==> src/hdl/ptc_pkg.sv <==
// Shared types and constants of the pressure and temperature compensation pipeline.
package ptc_pkg;

  localparam int unsigned CoeffW   = 16;
  localparam int unsigned RawW     = 24;
  localparam int unsigned OutW     = 32;
  localparam int unsigned CfgAddrW = 3;
  localparam int unsigned NStages  = 9;

  // Calibration register indexes
  typedef enum logic [CfgAddrW-1:0] {
    RegSens     = 3'd0,
    RegOffset   = 3'd1,
    RegTcs      = 3'd2,
    RegTco      = 3'd3,
    RegTref     = 3'd4,
    RegTempsens = 3'd5
  } ptc_reg_e;

  typedef struct packed {
    logic [CoeffW-1:0] sens;
    logic [CoeffW-1:0] offset;
    logic [CoeffW-1:0] tcs;
    logic [CoeffW-1:0] tco;
    logic [CoeffW-1:0] tref;
    logic [CoeffW-1:0] tempsens;
  } ptc_coeff_t;

endpackage

==> src/hdl/ptc_regs.sv <==
// Calibration register file of the compensation unit.
module ptc_regs
  import ptc_pkg::*;
(
  input  logic                clk_i,
  input  logic                rst_ni,
  input  logic                cfg_valid_i,
  output logic                cfg_ready_o,
  input  logic [CfgAddrW-1:0] cfg_addr_i,
  input  logic [CoeffW-1:0]   cfg_data_i,
  output ptc_coeff_t          coeff_o
);

  ptc_coeff_t coeff_q, coeff_d;

  assign cfg_ready_o = 1'b1;

  always_comb begin
    coeff_d = coeff_q;
    if (cfg_valid_i) begin
      unique case (ptc_reg_e'(cfg_addr_i))
        RegSens:     coeff_d.sens     = cfg_data_i;
        RegOffset:   coeff_d.offset   = cfg_data_i;
        RegTcs:      coeff_d.tcs      = cfg_data_i;
        RegTco:      coeff_d.tco      = cfg_data_i;
        RegTref:     coeff_d.tref     = cfg_data_i;
        RegTempsens: coeff_d.tempsens = cfg_data_i;
        default:     coeff_d = coeff_q;  // drop writes beyond the list
      endcase
    end
  end

  always_ff @(posedge clk_i or negedge rst_ni) begin
    if (!rst_ni) begin
      coeff_q <= '0;
    end else begin
      coeff_q <= coeff_d;
    end
  end

  assign coeff_o = coeff_q;

endmodule

==> config.mk <==
export PLATFORM = sky130hd
export DESIGN_NAME = ptc_regs
export DESIGN_NICKNAME = d
export VERILOG_FILES = /design/src/hdl/ptc_pkg.sv /design/src/hdl/ptc_regs.sv
export SDC_FILE = /design/constraint.sdc
export NUM_CORES = 1
export LEC_CHECK = 0
export ABC_AREA = 1
export BUFFER_PORTS_ARGS = -buffer_cell sky130_fd_sc_hd__buf_2
export CORE_ASPECT_RATIO = 0.75
export CORE_UTILIZATION = 50
export CTS_CLUSTER_SIZE = 10
export DETAILED_ROUTE_END_ITERATION = 10
export PLACE_DENSITY_LB_ADDON = 0.12
export SYNTH_ARGS = -nofsm -noshare
export SYNTH_HDL_FRONTEND = slang
export SYNTH_SLANG_ARGS = --single-unit
==> constraint.sdc <==
create_clock -name clk_i -period 0.8 [get_ports clk_i]
set_input_delay 0.12 -clock clk_i [delete_from_list [all_inputs] [get_ports clk_i]]
set_output_delay 0.12 -clock clk_i [all_outputs]
set_load 0.01 [all_outputs]
Yosys cells after proc, flatten, opt, wreduce, memory -nomap -nowiden
Cells that the tools add are included.
Storage, ports and cells
  flip-flop bits (word level): 96
  input bits: 22
  word-level logic and storage cells: 18
Operators by class
  eq/ne operators: 5
  reductions and logical operators: 7
Operator list (number)
  2-bit AND reduction: 6
  3-bit by 2-bit equality test with 1-bit output (second input constant): 2
  3-bit equality test (second input constant): 2
  3-bit by 1-bit equality test with 1-bit output (second input constant): 1
  3-bit logical NOT: 1

Logic depth before layout (Yosys ltp)
  depth in word-level cells: 2
  depth in mapped cells: 6

Worst setup path after synthesis
OpenSTA, ideal clock, no wires.
  kind: input to register
  start: in cfg_valid_i
  end: reg coeff_q, in the netlist coeff_o[37]
  library setup time: 0.116 ns
  arrival: 0.780 ns
  data required time: 0.684 ns
  setup slack: -0.096 ns
  stages on the path: 6
  buffers on the path: 1
  path through: inv_1 nor2_2 nand2_1 buf_2 nand2_1 nand2_1
On the way
  longest elaborated chain between the ends: 1
RTL lines
  from (decl): line ptc_regs.sv:7  | input logic cfg_valid_i,
  2-bit AND reduction (no line)
  to (signal assigned): line ptc_regs.sv:37  | coeff_q <= coeff_d;
  to (decl): line ptc_regs.sv:14  | ptc_coeff_t coeff_q, coeff_d;
Every way passes these cells.
A chain may end at the register's enable or synchronous reset.

Worst setup path in the final report
  start: reg coeff_q, in the netlist coeff_o[52]
  end: out coeff_o[52] (netlist bit)
RTL lines
  to (decl): line ptc_regs.sv:11  | output ptc_coeff_t coeff_o
No word-level cell between the ends.

==> impl_metrics.json <==
{
  "internal_power_mw": 9.55,
  "arrival_ns": 0.93,
  "async_flop_share_pct": 100,
  "endpoint_kind": "primary output",
  "dp.cells": 647,
  "drive_above_1_share_pct": 36.6,
  "drtIter0Drc": 218,
  "critical_path.cell_chain": "buf_6",
  "slowest_delay_ns": 0.43,
  "crit_required_ns": 0.68,
  "fin_crit_sh_pct": 131,
  "num-nets-final": 637,
  "combPwrFrac_pct": 28.0,
  "maxCapViolations": 0,
  "ys_ff_latch": 96,
  "p_sw_share_pct": 29.9,
  "cpLargestDelayFamily": "flip-flops",
  "syn_avg_cell_area_um2": 8.87,
  "design_area_um2": 5410,
  "path_buf_inv": 1,
  "yosys_warnings": 0,
  "numCtsBuffers": 9,
  "grt_setup_unrepaired": "true",
  "final_cells": 721,
  "peakVddDrop_v": 0.00138,
  "clkLatencyLatePin_ns": 0.36,
  "violations": "setup timing",
  "antenna_found_initial": 0,
  "ios": 119,
  "final-setup-viol-count": 106,
  "setup_ws_ns": -0.250,
  "critPathMaxFanout": 2,
  "die_y_um": 77.4,
  "slowest_stage": "dfrtp_1",
  "drt_wl_total_um": 10900,
  "start_kind": "flop",
  "postRouteAntennaNets": 0,
  "vias_per_cell": 5.03,
  "die-area_um2": 7930,
  "drv_slew": 0,
  "power_leakage_nw": 3.16,
  "finalHoldViolations": 0,
  "clk_pin_slew_worst_paths_ns": 0.09,
  "yosys.area.top_type": "dfrtp_1",
  "netlist_top_cells_area": "dfrtp_1 (63%), nand2_1 (23%), nand3_1 (8.5%), buf_2 (1.7%), buf_4 (0.79%)",
  "grt_max_degree": 32,
  "p_switching_mw": 4.07,
  "dr.pass1.iters": 5,
  "yosys.area.top_type_share_pct": 63.5,
  "gp_congestion": 0.794,
  "cts_htree_levels": 3,
  "io_buffers": 117,
  "drc": 0,
  "skew_ns": 0,
  "clkPwrFrac_pct": 25.8,
  "ys_types": 12,
  "cts_tree": "built",
  "coreArea_um2": 7330,
  "overflow": 0,
  "ys.flop_type": "dfrtp_1",
  "seqPwrFrac_pct": 46.3,
  "grt_pass1_wl_um": 16400,
  "power_mw": 13.6,
  "dp_hpwl_um": 6840,
  "area_growth_syn_to_layout_pct": 43.0,
  "synth_most_common_cell": "nand2_1",
  "place_area_um2": 4640,
  "n_antenna_cell": 0,
  "synth_edf_count": 0,
  "seq_area_frac_synth_pct": 63.5,
  "start_util_pct": 51.6,
  "cts_sinks": 96,
  "p_per_area_nw_per_um2": 2520,
  "outcome": "complete, but fails checks",
  "min_path_type": "input port to flop",
  "multi_input_area_um2": 1280,
  "holdWs_ns": 0.0481,
  "die_width_um": 102,
  "dp_slack_ns": -0.268,
  "num_vias": 3624,
  "synthCells": 427,
  "num-fill-cells": 567,
  "path_class": "flop to primary output",
  "wire_per_inst_um": 15.1,
  "largest_reg_flops": 96,
  "syn_nets": 449,
  "regArea_um2": 2400,
  "fp-row-count": 27,
  "period_needed_ns": 1.05,
  "fmax_mhz": 952,
  "grt_pass1_vias": 3252,
  "cts_root_buf": "clkbuf_8",
  "clock_path_buffers": 2,
  "synth_common_cells": "nand2_1 (232), dfrtp_1 (96), nand3_1 (64)",
  "syn_area_um2": 3790,
  "grt_usage_pct": 27.9
}
-- per-layer routing --
layer | GRT usage (%) | vias up | routed length, um
li1 | - | 1707 | -
met1 | 40.9 | 1745 | 4710
met2 | 40.9 | 142 | 5140
met3 | 8.11 | 30 | 820
met4 | 7.00 | 0 | 204
met5 | 0 | - | 0
-- cell type report --
| type | instances | share of cell area [%] |
|---|---|---|
| flip-flops and latches | 96 | 44.4 |
| repair buffers | 197 | 25.2 |
| multi-input cells | 305 | 23.6 |
| clock buffers | 12 | 2.68 |
| well taps | 101 | 2.33 |
| clock inverters | 4 | 1.41 |
| inverters | 6 | 0.416 |
-- layout by cell type (no fill, tap or decap) --
cell type      instances
nand2_1              227
buf_2                 99
dfrtp_1               96
buf_4                 74
nand3_1               64
buf_6                 18
clkbuf_8              10
nand2_2                7
buf_12                 5
inv_2                  4
nor2_4                 4
inv_1                  2
nor2_2                 2
clkbuf_1               2
bufinv_16              2
conb_1                 1
inv_6                  1
clkinvlp_4             1
dlygate4sd3_1          1
-- stage by stage --
step / util [%] / TNS (ns)
global route: 73.9 / -25.12
floorplan: - / -0.135
CTS: 69.6 / -21.31
finish: 73.9 / -21.36
detailed placement: 63.3 / -20.28
global placement: 63.3 / -18.74
-- final timing paths --
kind                                      from           to  slack [ns]  depth (start not counted)
worst max-delay path               coeff_o[52]  coeff_o[52]       -0.25                          1
min in group asynchronous               rst_ni  coeff_o[67]        0.18                          2
worst min-delay path            cfg_data_i[15]  coeff_o[47]        0.05                          3
worst max register to register     coeff_o[81]  coeff_o[81]       -0.09                          4
max in group asynchronous               rst_ni   coeff_o[1]        0.17                          3
worst min register to register     coeff_o[24]  coeff_o[24]        0.47                          2
-- power groups by stage --
stage,Sequential [mW],Clock [mW],Combinational (mW)
3_3_place_gp,6.31,0,2.74
2_1_floorplan,6.75,0,0.888
4_1_cts,6.24,3.57,3.24
3_5_place_dp,6.32,0,2.81
6_report,6.30,3.51,3.81
5_1_grt,6.38,3.76,4.20
-- cells by family after synthesis --
kind of cell / count (synthesis) / synth area share [%]
buffers and inverters: 26 / 3.40
flip-flops: 96 / 63.4
AND/OR/NAND/NOR: 304 / 33.0
other: 1 / 0.0990
-- what timing repair did --
item,4_1_cts,5_1_grt
setup endpoints to repair,96,96
setup buffers,25,32
hold buffers,1,0
endpoints found under the hold margin,96,0
resized for setup,7,12
pin swaps,0,2
Power figures use the tool's default switching activity.
